===== src/rtl/mpfr_pkg.sv =====
`timescale 1ns / 1ps

package mpfr_pkg;

  // Page geometry limits and derived store sizes.
  localparam int MAX_WIDTH   = 128;
  localparam int MAX_HEIGHT  = 64;
  localparam int PAGE_ROWS   = (MAX_HEIGHT + 7) / 8;
  localparam int STORE_BYTES = MAX_WIDTH * PAGE_ROWS;
  localparam int ADDR_W      = (STORE_BYTES > 1) ? $clog2(STORE_BYTES) : 1;
  localparam int ROW_W       = (PAGE_ROWS > 1) ? $clog2(PAGE_ROWS) : 1;

  // Effective geometry is held in nine bits, enough for any eight-bit width
  // register clamped to the largest supported page.
  localparam int GEO_W = 9;

  // Register indexes on the configuration port.
  localparam logic REG_PAGE_WIDTH  = 1'b0;
  localparam logic REG_PAGE_HEIGHT = 1'b1;

  // Reset values of the geometry registers.
  localparam logic [7:0] PAGE_WIDTH_RST  = 8'd128;
  localparam logic [6:0] PAGE_HEIGHT_RST = 7'd64;

  // Fill patterns.
  localparam logic [7:0] BYTE_CLEAR = 8'h00;
  localparam logic [7:0] BYTE_SET   = 8'hff;
  localparam logic [7:0] BIT_ONE    = 8'h01;

  typedef enum logic [1:0] {
    OP_WRITE   = 2'd0,
    OP_READ    = 2'd1,
    OP_COMBINE = 2'd2,
    OP_FILL    = 2'd3
  } op_t;

  typedef enum logic [1:0] {
    ROP_COPY = 2'd0,
    ROP_OR   = 2'd1,
    ROP_AND  = 2'd2,
    ROP_XOR  = 2'd3
  } rop_t;

  typedef struct packed {
    op_t                opcode;
    logic signed [15:0] pos_x;
    logic signed [15:0] pos_y;
    logic               pixel_value;
    rop_t               raster_op;
  } in_item_t;

  typedef struct packed {
    logic read_pixel;
    logic in_range;
  } out_item_t;

  // Effective page geometry after clamping and rounding.
  typedef struct packed {
    logic [GEO_W-1:0] width;
    logic [GEO_W-1:0] height;
  } geom_t;

  // Decoded word waiting for its store read.
  typedef struct packed {
    logic [ADDR_W-1:0] addr;
    logic [2:0]        bit_sel;
    op_t               opcode;
    logic              src;
    rop_t              rop;
    logic              in_range;
  } dec_item_t;

endpackage


===== src/rtl/mpfr_decode.sv =====
`timescale 1ns / 1ps

module mpfr_decode (
  input  logic                  clk,
  input  logic                  rst_n,
  input  logic                  in_valid,
  output logic                  in_ready,
  input  mpfr_pkg::in_item_t    in_data,
  input  mpfr_pkg::geom_t       geom,
  input  logic                  next_ready,
  output logic                  dec_valid,
  output mpfr_pkg::dec_item_t   dec_data
);

  logic                        dec_valid_r;
  logic                        dec_valid_nxt;
  mpfr_pkg::dec_item_t         dec_r;
  mpfr_pkg::dec_item_t         dec_nxt;
  logic                        x_ok;
  logic                        y_ok;
  logic [mpfr_pkg::ROW_W-1:0]  row;
  logic [mpfr_pkg::ADDR_W-1:0] row_base;

  // The stage takes a word when it is empty or its word moves on.
  assign in_ready = !dec_valid_r || next_ready;

  // Clip against the effective page.
  assign x_ok = !in_data.pos_x[15] && (16'(in_data.pos_x) < 16'(geom.width));
  assign y_ok = !in_data.pos_y[15] && (16'(in_data.pos_y) < 16'(geom.height));

  // Byte address is page row times width plus column.
  assign row      = in_data.pos_y[mpfr_pkg::ROW_W+2:3];
  assign row_base = mpfr_pkg::ADDR_W'(mpfr_pkg::ADDR_W'(row) *
                                      mpfr_pkg::ADDR_W'(geom.width));

  always_comb begin
    dec_nxt.addr     = row_base + in_data.pos_x[mpfr_pkg::ADDR_W-1:0];
    dec_nxt.bit_sel  = in_data.pos_y[2:0];
    dec_nxt.opcode   = in_data.opcode;
    dec_nxt.src      = in_data.pixel_value;
    dec_nxt.rop      = in_data.raster_op;
    dec_nxt.in_range = x_ok && y_ok;
  end

  assign dec_valid_nxt = in_ready ? in_valid : dec_valid_r;

  always_ff @(posedge clk) begin
    if (!rst_n) begin
      dec_valid_r <= 1'b0;
    end else begin
      dec_valid_r <= dec_valid_nxt;
    end
  end

  always_ff @(posedge clk) begin
    if (in_ready) begin
      dec_r <= dec_nxt;
    end
  end

  assign dec_valid = dec_valid_r;
  assign dec_data  = dec_r;

endmodule


===== config.mk =====
export PLATFORM = sky130hd
export DESIGN_NAME = mpfr_decode
export DESIGN_NICKNAME = d
export VERILOG_FILES = /design/src/rtl/mpfr_pkg.sv /design/src/rtl/mpfr_decode.sv
export SDC_FILE = /design/constraint.sdc
export NUM_CORES = 1
export LEC_CHECK = 0
export BUFFER_PORTS_ARGS = -buffer_cell sky130_fd_sc_hd__buf_2
export CORE_ASPECT_RATIO = 0.75
export CORE_UTILIZATION = 41
export DETAILED_ROUTE_END_ITERATION = 10
export GPL_TIMING_DRIVEN = 0
export HOLD_SLACK_MARGIN = 0.06
export PLACE_DENSITY = 0.8
export SLEW_MARGIN = 20
export SYNTH_ARGS = -nofsm -noshare
export SYNTH_HDL_FRONTEND = slang
export SYNTH_SLANG_ARGS = --single-unit

===== constraint.sdc =====
create_clock -name clk -period 3.8 [get_ports clk]
set_input_delay 0.57 -clock clk [delete_from_list [all_inputs] [get_ports clk]]
set_output_delay 0.57 -clock clk [all_outputs]
set_load 0.05 [all_outputs]

==> results.tsv <==
stage	metric	value	unit
drt	drt pass-1 iters	6	
placed_design	DP Area	2450	um2
sta	Min Clock Period, post-route	3190	ps
die	die width	82.3	um
clock_tree	Resize count post-CTS	0	
placed_design	DP Wirelength	3230	um
synthesis	Post-synth EDFFs	19	
placed_design	Port Buffer Count	79	
sta	Hold Vio Cnt, Final	0	
power_and_ir_drop	LEAKAGE	1.33	nW
clock_tree	CTS Hold Buffers Added	0	
synthesis	Mapped Area	1980	um2
sta	Worst Max-Slew Pin Slew	935	ps
power_and_ir_drop	PD cells	405	nW/um2
layout	NumNets Final	385	
sta	RSZ-0062 raised after global routing	false	
global_route	GRT overflow	0	
global_route	GRT busiest layer	met2	
worst_setup_path	crit path max fanout	9	
drt	DR iter-0 viols	57	
synthesis	Area contributors post-synth	edfxtp_1 29%, ha_1 17%, fa_1 15%	
sta	final worst setup slack	611	ps
die	die area	5130	um2
global_route	met1 Usage GRT	21.7	%
drt	WL final	3690	um
synthesis	synth warn	0	
worst_setup_path	critical path arrival	3190	ps
synthesis	sequential-to-total area share from yosys stat	29.8	%
sta	Slew Viols, Final	0	
drt	Avg WL per Cell	10.9	um
drt	routed vias	1561	
placed_design	Placed Instances	336	
power_and_ir_drop	Gate power share	54.9	%
sta	Worst slew margin	37.6	%
synthesis	Main synth FF type	edfxtp_1	
worst_setup_path	most frequent CP cell	fa_1	
layout	share of cells above drive strength 1	30.7	%
placed_design	routability congestion estimate	0.837	
synthesis	Netlist cell types	29	
sta	post-route setup TNS	0	ps
sta	crit share post-route	83.9	%
clock_tree	CTS root buffer	clkbuf_8	
sta	Peak Freq	314	MHz
die	I/O Pins	80	
global_route	largest net degree at the start of global routing	22	
status	status	completed	
power_and_ir_drop	sequential share of power	31.6	%
drt	via density per instance	4.59	
die	Die H	62.3	um
layout	fin area	2500	um2
clock_tree	worst skew pair latency	250	ps
die	initial core utilization	43.7	%
layout	area grow syn2layout	25.8	%
clock_tree	Worst-path clk slew	70	ps
drt	DRC Markers	0	
power_and_ir_drop	Internal	0.572	mW
clock_tree	Num CTS Buffers	3	
global_route	M2 GR Usage	26.3	%
power_and_ir_drop	Peak VDD IR	332	uV
worst_setup_path	r2r setup slk	2460	ps
worst_hold_path	HP Class	input port to flop	
synthesis	Net Count, Synth	301	
die	std cell rows	21	
global_route	first-pass GRT wire length	6480	um
synthesis	Synth Instances	200	
synthesis	asr flop ratio synth	0	%
worst_setup_path	crit path launch type	input port	
sta	Worst Clk Skew	4.69	ps
sta	Setup Viol. Count Final	0	
worst_setup_path	Worst EP required	3800	ps
clock_tree	CTS tree	yes	
global_route	GRT met3 Usage	1.32	%
sta	worst hold slack	493	ps
worst_setup_path	slowest stage cell, crit path	fa_1	
synthesis	flops & latches, synth	20	
job	MaxCap Viol Count	0	
global_route	gr usage total	15.8	%
clock_tree	clk sink count	20	
layout	final cell count without fillers	340	
worst_setup_path	WS Path Type	input port to flop	
placed_design	pre-CTS WS	332	ps
clock_tree	clock buffer depth	2	
worst_setup_path	CP peak stage delay	540	ps
synthesis	Yosys top cell area share	28.8	%
global_route	vias in the first global route	1609	
die	CORE AREA	4550	um2
worst_setup_path	crit end category	flop	
worst_setup_path	ordered cell list for the critical path	buf_2 -> nand2_1 -> fa_1 -> inv_1 -> fa_1 -> inv_1 -> fa_1 -> nor2b_4 -> o31a_4 -> nor3_4 -> o31ai_2 -> xnor2_1	
power_and_ir_drop	Clock Power Share	13.5	%
layout	diode count	0	
power_and_ir_drop	sw frac	43.5	%
clock_tree	H-tree depth	1	
global_route	initial antenna violation count	0	
synthesis	Syn Area/Cell	9.92	um2
clock_tree	Post-CTS Setup Inserts	0	
power_and_ir_drop	Net Sw Power	0.440	mW
drt	DRT antenna net count	0	
synthesis	Yosys top cell by area	edfxtp_1	
-- final cells by class --
cell class | instances | area, um2
fill | 433 | 2050
multi-input combinational | 130 | 1210
sequential | 20 | 591
timing repair buffer | 79 | 395
inverter | 50 | 188
tap | 57 | 71.3
clock buffer | 4 | 45.0
-- cells in the final DEF, fill, tap and decap left out, types with 2 or more instances in the layout --
| master | count |
|---|---|
| buf_2 | 79 |
| inv_1 | 50 |
| ha_1 | 27 |
| edfxtp_1 | 19 |
| and2_1 | 18 |
| fa_1 | 15 |
| nand2_1 | 11 |
| xnor2_1 | 8 |
| a21oi_1 | 7 |
| o21ai_0 | 6 |
| nor2_1 | 5 |
| a21o_1 | 5 |
| nor4_1 | 4 |
| nand2b_1 | 3 |
| a211oi_1 | 3 |
| clkbuf_8 | 3 |
| o21a_1 | 2 |
| o21bai_1 | 2 |
| nor3_1 | 2 |
| nand3_1 | 2 |
-- power groups by stage --
| stage | clock network (mW) | registers, mW | logic (mW) |
|---|---|---|---|
| 2_1_floorplan | 0 | 0.518 | 0.237 |
| 3_3_place_gp | 0 | 0.325 | 0.546 |
| 3_5_place_dp | 0 | 0.326 | 0.559 |
| 4_1_cts | 0.142 | 0.321 | 0.561 |
| 5_1_grt | 0.154 | 0.325 | 0.618 |
| 6_report | 0.136 | 0.320 | 0.556 |
-- synth_stat cells, types with 2 or more instances --
cell	instances
inv_1	50
xnor2_1	8
a21o_1	5
nand3_1	2
nand2_1	11
o21ai_0	6
a211oi_1	3
edfxtp_1	19
nand2b_1	3
nor4_1	4
and2_1	18
o21a_1	2
fa_1	15
ha_1	27
nor3_1	2
o21bai_1	2
nor2_1	5
a21oi_1	7
-- worst max-delay path, delay by kind of cell --
| kind | cells | cell delay (ps) |
|---|---|---|
| buffers and inverters | 3 | 280 |
| AO/OA/AOI/OAI | 2 | 390 |
| XOR/XNOR | 1 | 90 |
| AND/OR/NAND/NOR | 3 | 290 |
| adder cells (fa/ha/maj) | 3 | 1560 |
-- routing by layer --
metal	routed length (um)	part of all wire (%)
met5	0	0
met4	27	0.73
met3	226	6.1
met2	1680	45
met1	1760	48
-- stage by stage --
stage	power, mW	utilization, %
detailed placement	0.885	53.9
global route	1.10	54.9
floorplan	0.755	-
CTS	1.02	54.9
global placement	0.871	53.9
finish	1.01	54.9
-- cell families (layout without fill, tap and decap cells) --
| kind of cell | Yosys count | in the layout | share of synthesized area (%) |
|---|---|---|---|
| buffers and inverters | 50 | 133 | 9.46 |
| and+or+nand+nor | 49 | 49 | 14.1 |
| adders and majority gates | 42 | 42 | 32.2 |
| AOI/OAI and AO/OA | 30 | 30 | 10.6 |
| DFF | 20 | 20 | 29.8 |
| xor gates and xnor gates | 9 | 9 | 3.97 |
-- sequential cells by signal, indices dropped and copies added, names as in the netlist --
signal	cells
dec_valid	1
dec_data	19
-- worst paths after layout --
path,from,to,cells after the start
worst max-delay path,in_data[8],dec_data[18],12
worst max register to register,dec_valid,dec_data[17],1
worst min register to register,dec_valid,dec_data[4],1
worst min-delay path,in_data[36],dec_data[5],1
(Power assumes the default switching activity.)
