### src/rtl/mpfr_pkg.sv
`timescale 1ns / 1ps

package mpfr_pkg;

  // Page geometry limits and derived store sizes.
  localparam int MAX_WIDTH   = 128;
  localparam int MAX_HEIGHT  = 64;
  localparam int PAGE_ROWS   = (MAX_HEIGHT + 7) / 8;
  localparam int STORE_BYTES = MAX_WIDTH * PAGE_ROWS;
  localparam int ADDR_W      = (STORE_BYTES > 1) ? $clog2(STORE_BYTES) : 1;
  localparam int ROW_W       = (PAGE_ROWS > 1) ? $clog2(PAGE_ROWS) : 1;

  // Effective geometry is held in nine bits, enough for any eight-bit width
  // register clamped to the largest supported page.
  localparam int GEO_W = 9;

  // Register indexes on the configuration port.
  localparam logic REG_PAGE_WIDTH  = 1'b0;
  localparam logic REG_PAGE_HEIGHT = 1'b1;

  // Reset values of the geometry registers.
  localparam logic [7:0] PAGE_WIDTH_RST  = 8'd128;
  localparam logic [6:0] PAGE_HEIGHT_RST = 7'd64;

  // Fill patterns.
  localparam logic [7:0] BYTE_CLEAR = 8'h00;
  localparam logic [7:0] BYTE_SET   = 8'hff;
  localparam logic [7:0] BIT_ONE    = 8'h01;

  typedef enum logic [1:0] {
    OP_WRITE   = 2'd0,
    OP_READ    = 2'd1,
    OP_COMBINE = 2'd2,
    OP_FILL    = 2'd3
  } op_t;

  typedef enum logic [1:0] {
    ROP_COPY = 2'd0,
    ROP_OR   = 2'd1,
    ROP_AND  = 2'd2,
    ROP_XOR  = 2'd3
  } rop_t;

  typedef struct packed {
    op_t                opcode;
    logic signed [15:0] pos_x;
    logic signed [15:0] pos_y;
    logic               pixel_value;
    rop_t               raster_op;
  } in_item_t;

  typedef struct packed {
    logic read_pixel;
    logic in_range;
  } out_item_t;

  // Effective page geometry after clamping and rounding.
  typedef struct packed {
    logic [GEO_W-1:0] width;
    logic [GEO_W-1:0] height;
  } geom_t;

  // Decoded word waiting for its store read.
  typedef struct packed {
    logic [ADDR_W-1:0] addr;
    logic [2:0]        bit_sel;
    op_t               opcode;
    logic              src;
    rop_t              rop;
    logic              in_range;
  } dec_item_t;

endpackage

### src/rtl/mpfr_cfg.sv
`timescale 1ns / 1ps

module mpfr_cfg (
  input  logic                  clk,
  input  logic                  rst_n,
  input  logic                  psel,
  input  logic                  penable,
  input  logic                  pwrite,
  input  logic [2:0]            paddr,
  input  logic [31:0]           pwdata,
  output logic [31:0]           prdata,
  output mpfr_pkg::geom_t       geom
);

  logic [7:0] width_r;
  logic [7:0] width_nxt;
  logic [6:0] height_r;
  logic [6:0] height_nxt;
  logic       wr_en;
  logic       reg_idx;
  logic [8:0] width_ext;
  logic [7:0] height_sum;
  logic [8:0] height_up;

  assign reg_idx = paddr[2];
  assign wr_en   = psel & penable & pwrite;

  // Register write decode.
  always_comb begin
    width_nxt  = width_r;
    height_nxt = height_r;
    if (wr_en) begin
      case (reg_idx)
        mpfr_pkg::REG_PAGE_WIDTH:  width_nxt  = pwdata[7:0];
        mpfr_pkg::REG_PAGE_HEIGHT: height_nxt = pwdata[6:0];
        default: ;
      endcase
    end
  end

  always_ff @(posedge clk) begin
    if (!rst_n) begin
      width_r  <= mpfr_pkg::PAGE_WIDTH_RST;
      height_r <= mpfr_pkg::PAGE_HEIGHT_RST;
    end else begin
      width_r  <= width_nxt;
      height_r <= height_nxt;
    end
  end

  // Read back the raw register values.
  always_comb begin
    case (reg_idx)
      mpfr_pkg::REG_PAGE_WIDTH:  prdata = {24'd0, width_r};
      mpfr_pkg::REG_PAGE_HEIGHT: prdata = {25'd0, height_r};
      default:                   prdata = 32'd0;
    endcase
  end

  // Clamp the width, and round the height up to whole pages of eight rows and clamp it.
  assign width_ext  = {1'b0, width_r};
  assign height_sum = {1'b0, height_r} + 8'd7;
  assign height_up  = {1'b0, height_sum[7:3], 3'b000};

  always_comb begin
    if (width_ext > 9'(mpfr_pkg::MAX_WIDTH)) begin
      geom.width = 9'(mpfr_pkg::MAX_WIDTH);
    end else begin
      geom.width = width_ext;
    end
    if (height_up > 9'(mpfr_pkg::MAX_HEIGHT)) begin
      geom.height = 9'(mpfr_pkg::MAX_HEIGHT);
    end else begin
      geom.height = height_up;
    end
  end

endmodule

### config.mk
export PLATFORM = sky130hd
export DESIGN_NAME = mpfr_cfg
export DESIGN_NICKNAME = d
export VERILOG_FILES = /design/src/rtl/mpfr_pkg.sv /design/src/rtl/mpfr_cfg.sv
export SDC_FILE = /design/constraint.sdc
export NUM_CORES = 1
export LEC_CHECK = 0
export ABC_AREA = 0
export BUFFER_PORTS_ARGS = -buffer_cell sky130_fd_sc_hd__buf_2
export CAP_MARGIN = 20
export CORE_MARGIN = 3
export CORE_UTILIZATION = 41
export CTS_BUF_LIST = sky130_fd_sc_hd__clkbuf_16
export CTS_CLUSTER_SIZE = 30
export DETAILED_ROUTE_END_ITERATION = 10
export PLACE_DENSITY = 0.82
export SKIP_CTS_REPAIR_TIMING = 1
export SYNTH_ARGS = -nofsm -noshare
export SYNTH_HDL_FRONTEND = slang
export SYNTH_SLANG_ARGS = --single-unit
### constraint.sdc
create_clock -name clk -period 1.6 [get_ports clk]
set_input_delay 0.08 -clock clk [delete_from_list [all_inputs] [get_ports clk]]
set_output_delay 0.08 -clock clk [all_outputs]
set_load 0.05 [all_outputs]
==> flow_summary.ini, run 1 <==
[min_path]
hp-class = in -> reg

[routing]
postRouteAntennaNets = 0
routed_wl_mm = 2.12
drt_iter0_drc = 25
drtPass1Iterations = 4
drc_errors = 0
routedWlPerCell_um = 12.0
post_drt_via_cell_ratio = 4.48
num_vias = 793

[die]
die_h_um = 56.6
start_util_pct = 45.3
core-area_mm2 = 0.00232
std_cell_rows = 17
io_pins = 90
dieArea_mm2 = 0.00321
die_x_um = 56.6

[global_routing]
grt_max_degree = 25
grt_util_all_layers_pct = 13.2
grt_antenna_before_repair = 0
grt_overflow_total = 0
grt_pass1_vias = 741
grt_pass1_wl_mm = 3.29

[run_status]
status = finished clean

[pwr]
p_leak_nw = 0.622
ir_drop_v = 0.000568
cellPowerDensity_mw_per_mm2 = 956
power.total_mw = 1.14

[clocking]
htree_num_levels = 1
clkLatencyLatePin_ps = 250
root_buffer = clkbuf_16
cts.sink_count = 15
clk_path_buf_depth = 2
cts_tree = built
clk_pin_slew_ps = 50
cts_buffers = 3

[placement]
placedCellCount = 173
dpl-instance-area_mm2 = 0.00111
io_buffers = 33
gp_congestion = 0.788
dp_hpwl_mm = 1.60

[logic_synthesis]
yosysTopAreaCell = dfxtp_1
avgSynthCellArea_um2 = 8.91
synth-seq-cells = 15
synthDistinctLibCells = 18
synth_warnings = 0
async_flop_share_pct = 0
synthCells = 118
synth-edff-count = 0
yosysSeqAreaShare_pct = 28.6
synth.area.top_cells = dfxtp_1, buf_4, mux2i_1
yosysMostFrequentCell = buf_4
synth_common_cells = buf_4, nand2_1, dfxtp_1, mux2i_1, nor2b_1
ys.flop_type = dfxtp_1
yosysTopAreaCellShare_pct = 28.6
synth_area_mm2 = 0.00105

[timing]
period_minus_slack_ps = 1570
whs_ps = 94.7
period_share_pct = 97.8
slew_viol_final = 0
hold_viol = 0
fin_setup_tns_ps = 0
fmax_mhz = 639
setup_violations = 0
rsz0062_at_grt = no
clock_skew_ps = 0
tightest_slew_ps = 511
slew_headroom_pct = 65.9

[layout]
syn_to_final_growth_pct = 13.5
design_area_mm2 = 0.00119
diodes = 0
seqCellArea_um2 = 300
multiInputGateArea_um2 = 609
final_net_count = 190
drive_above_1_share_pct = 33.6
n_fill_cell = 221
stdcell_count = 177

[critical_path]
cp.arrival_ps = 1490
crit_path_end_kind = output pin
cp_max_fo = 5
required_ps = 1520
start_kind = flop
path_class = reg -> out

[flow_run]
cap_violations = 0
final timing paths:
path                     from          to  slack, ps  cells after the start
setup / recovery  height_r[0]     geom[4]         30                      3
hold / removal      pwdata[6]  width_r[6]         90                      3
setup reg to reg   width_r[7]  width_r[7]        770                      2
hold reg to reg    width_r[5]  width_r[5]        470                      2
metrics by stage:
stage	util, %	worst slack (ps)
floorplan	-	177
global placement	47.9	294
detailed placement	47.9	295
CTS	51.3	25.4
global route	51.4	8.38
finish	51.4	34.7
cell families after synthesis:
kind of cell | Yosys count | synth area share, %
AOI/OAI and AO/OA | 3 | 2.74
buffers and inverters | 35 | 24.3
DFF | 15 | 28.6
muxes | 24 | 24.6
other | 1 | 0.357
and+or+nand+nor | 40 | 19.4
cell usage in the layout, fill, tap and decap left out:
cell,synthesis,final
buf_2,0,32
conb_1,1,30
nand2_1,20,20
mux2i_1,15,15
dfxtp_1,15,15
nor2b_1,14,14
mux2_2,7,7
clkbuf_16,0,3
nor2_1,2,2
mux2_4,2,2
o311a_1,1,1
a21o_2,1,1
o31a_2,1,1
nor4_1,1,1
nor3_2,0,1
and4b_1,1,1
nand4_2,1,1
clkinv_2,0,1
buf_4,31,1
registers in the layout (all words and copies together), names as in the netlist:
name	count
height_r	7
width_r	8
worst max-delay path, stage by stage (launching register included):
cell and delay (ps):
dfxtp_1 340, o31a_2 390, mux2_4 300, buf_2 210
metal layers:
| metal | global-route usage, % | part of all wire (%) | vias up | wire length [µm] |
|---|---|---|---|---|
| met5 | 0 | 0 | - | 0 |
| met4 | 7.46 | 1.9 | 0 | 41 |
| met3 | 4.14 | 11 | 3 | 224 |
| met2 | 22.4 | 47 | 45 | 986 |
| met1 | 14.3 | 41 | 357 | 865 |
| li1 | - | - | 388 | - |
cell type report:
type                       count  area share (%)
clock buffer                   3            6.30
clock inverter                 1           0.420
multi-input combinational     97            51.1
sequential                    15            25.2
tap                           28            2.94
timing repair buffer          33            14.1
where the power goes:
| part | internal, mW | total, mW | switching [mW] |
|---|---|---|---|
| logic | 0.0393 | 0.261 | 0.222 |
| clock network | 0.334 | 0.487 | 0.153 |
| registers | 0.383 | 0.393 | 0.00969 |
| total | 0.756 | 1.14 | 0.384 |
(Power assumes the default switching activity.)
==> run 2: changes to the inputs <==
--- a/config.mk
+++ b/config.mk
@@ -9,11 +9,11 @@
 export BUFFER_PORTS_ARGS = -buffer_cell sky130_fd_sc_hd__buf_2
 export CAP_MARGIN = 20
 export CORE_MARGIN = 3
-export CORE_UTILIZATION = 41
-export CTS_BUF_LIST = sky130_fd_sc_hd__clkbuf_16
+export CORE_UTILIZATION = 42
+export CTS_BUF_LIST = sky130_fd_sc_hd__clkbuf_2
 export CTS_CLUSTER_SIZE = 30
 export DETAILED_ROUTE_END_ITERATION = 10
-export PLACE_DENSITY = 0.82
+export PLACE_DENSITY = 0.84
 export SKIP_CTS_REPAIR_TIMING = 1
 export SYNTH_ARGS = -nofsm -noshare
 export SYNTH_HDL_FRONTEND = slang
==> run 2 against run 1 <==
Clock skew is the same. Die area shrank 2.1%. Fmax grew 0.45%.
==> flow_summary.ini, run 2 (synthesized netlist as in run 1, its figures left out) <==
[clocking]
cts_buffers = 3
clk_path_buf_depth = 2
root_buffer = clkbuf_2
clk_pin_slew_ps = 140
cts.sink_count = 15
htree_num_levels = 1
clkLatencyLatePin_ps = 260
cts_tree = built

[layout]
layout_common_cells = buf_2, conb_1, nand2_1
final_common_cell = buf_2
reg_top3 = width_r: 8 flops, height_r: 7 flops
top_register = width_r
multiInputGateArea_um2 = 628
diodes = 0
final_net_count = 190
drive_above_1_share_pct = 36.2
design_area_mm2 = 0.00117
n_fill_cell = 238
largest_reg_flops = 8
syn_to_final_growth_pct = 11.4
stdcell_count = 177
seqCellArea_um2 = 307

[critical_path]
cp_max_fo = 5
rr_worst_depth = 2
path_class = reg -> out
critPathLaunch = height_r[2]
start_kind = flop
crit_path_end_kind = output pin
r2r_start = width_r[7]
required_ps = 1520
cp.arrival_ps = 1480

[routing]
routed_wl_mm = 2.08
postRouteAntennaNets = 0
drtPass1Iterations = 3
post_drt_via_cell_ratio = 4.48
routedWlPerCell_um = 11.7
num_vias = 793
drc_errors = 0
drt_iter0_drc = 3

[placement]
dp_hpwl_mm = 1.66
io_buffers = 33
placedCellCount = 173
dpl_worst_slack_ps = 285
dpl-instance-area_mm2 = 0.00111
gp_congestion = 0.738

[pwr]
sw_frac_of_total_pct = 41.3
power.total_uw = 830
seqPwrFrac_pct = 47.1
ir_drop_v = 0.000329
cellPowerDensity_mw_per_mm2 = 708
p_sw_uw = 343
p_int_uw = 487
pwr-share-clk_pct = 21.4
p_leak_nw = 0.600
power_frac_comb_pct = 31.5

[timing]
slew_viol_final = 0
clock_skew_ps = 0
period_minus_slack_ps = 1560
setup_violations = 0
slew_headroom_pct = 65.4
fin_ws_ps = 41.7
fmax_mhz = 642
fin_setup_tns_ps = 0
period_share_pct = 97.4
hold_viol = 0
rsz0062_at_grt = yes
tightest_slew_ps = 519

[min_path]
hold_depth = 3
min-delay-start = pwdata[6]
hp-class = in -> reg

[global_routing]
grt_pass1_wl_mm = 3.30
grt_antenna_before_repair = 0
grt_max_degree = 25
grt_pass1_vias = 716
grt_overflow_total = 0
grt_util_all_layers_pct = 13.0

[flow_run]
cap_violations = 0

[die]
die_x_um = 56.0
io_pins = 90
core-area_mm2 = 0.00230
start_util_pct = 45.8
die_h_um = 56.0
std_cell_rows = 17
dieArea_mm2 = 0.00314

[run_status]
status = finished clean
run 2: cell count changes in the layout (fill, tap and decap cells not counted), moves of 2 or more:
cell / change
dfxtp_1: -3
clkbuf_16: -3
dfxtp_2: +2
clkbuf_2: +4
run 2: worst paths after layout:
path	end	slack (ps)
setup reg to reg	width_r[7]	750
hold reg to reg	width_r[4]	480
setup / recovery	geom[5]	40
hold / removal	width_r[6]	60
run 2: power groups by stage:
| stage | logic (mW) | clock network (mW) | registers (mW) |
|---|---|---|---|
| finish | 0.261 | 0.178 | 0.391 |
| floorplan | 0.288 | 0 | 0.397 |
| global route | 0.273 | 0.200 | 0.393 |
| detailed placement | 0.259 | 0 | 0.400 |
| CTS | 0.260 | 0.186 | 0.391 |
| global placement | 0.256 | 0 | 0.399 |
run 2: worst max-delay path, stage by stage, from the launching register on:
cell	delay [ps]
dfxtp_2	370
o311a_4	380
mux2_4	310
buf_8	150
run 2: layout make-up:
type                            instances  area share [%]
Clock buffer                            4            1.71
Multi-Input combinational cell         97            53.6
Sequential cell                        15            26.2
Tap cell                               28            2.99
Timing Repair Buffer                   33            15.5
run 2: layer usage:
| layer | vias up | wire (µm) | global-route usage [%] |
|---|---|---|---|
| met3 | 2 | 179 | 2.55 |
| li1 | 391 | - | - |
| met4 | 0 | 4 | 4.07 |
| met5 | - | 0 | 0 |
| met2 | 39 | 1100 | 24.0 |
| met1 | 361 | 794 | 14.8 |
run 2: through the flow:
| stage | hold slack [ps] | util [%] |
|---|---|---|
| after floorplan | 222 | - |
| after global placement | 337 | 48.3 |
| after detailed placement | 343 | 48.3 |
| after CTS | 41.4 | 49.2 |
| after global routing | 36.9 | 51.0 |
| final | 55.6 | 51.0 |
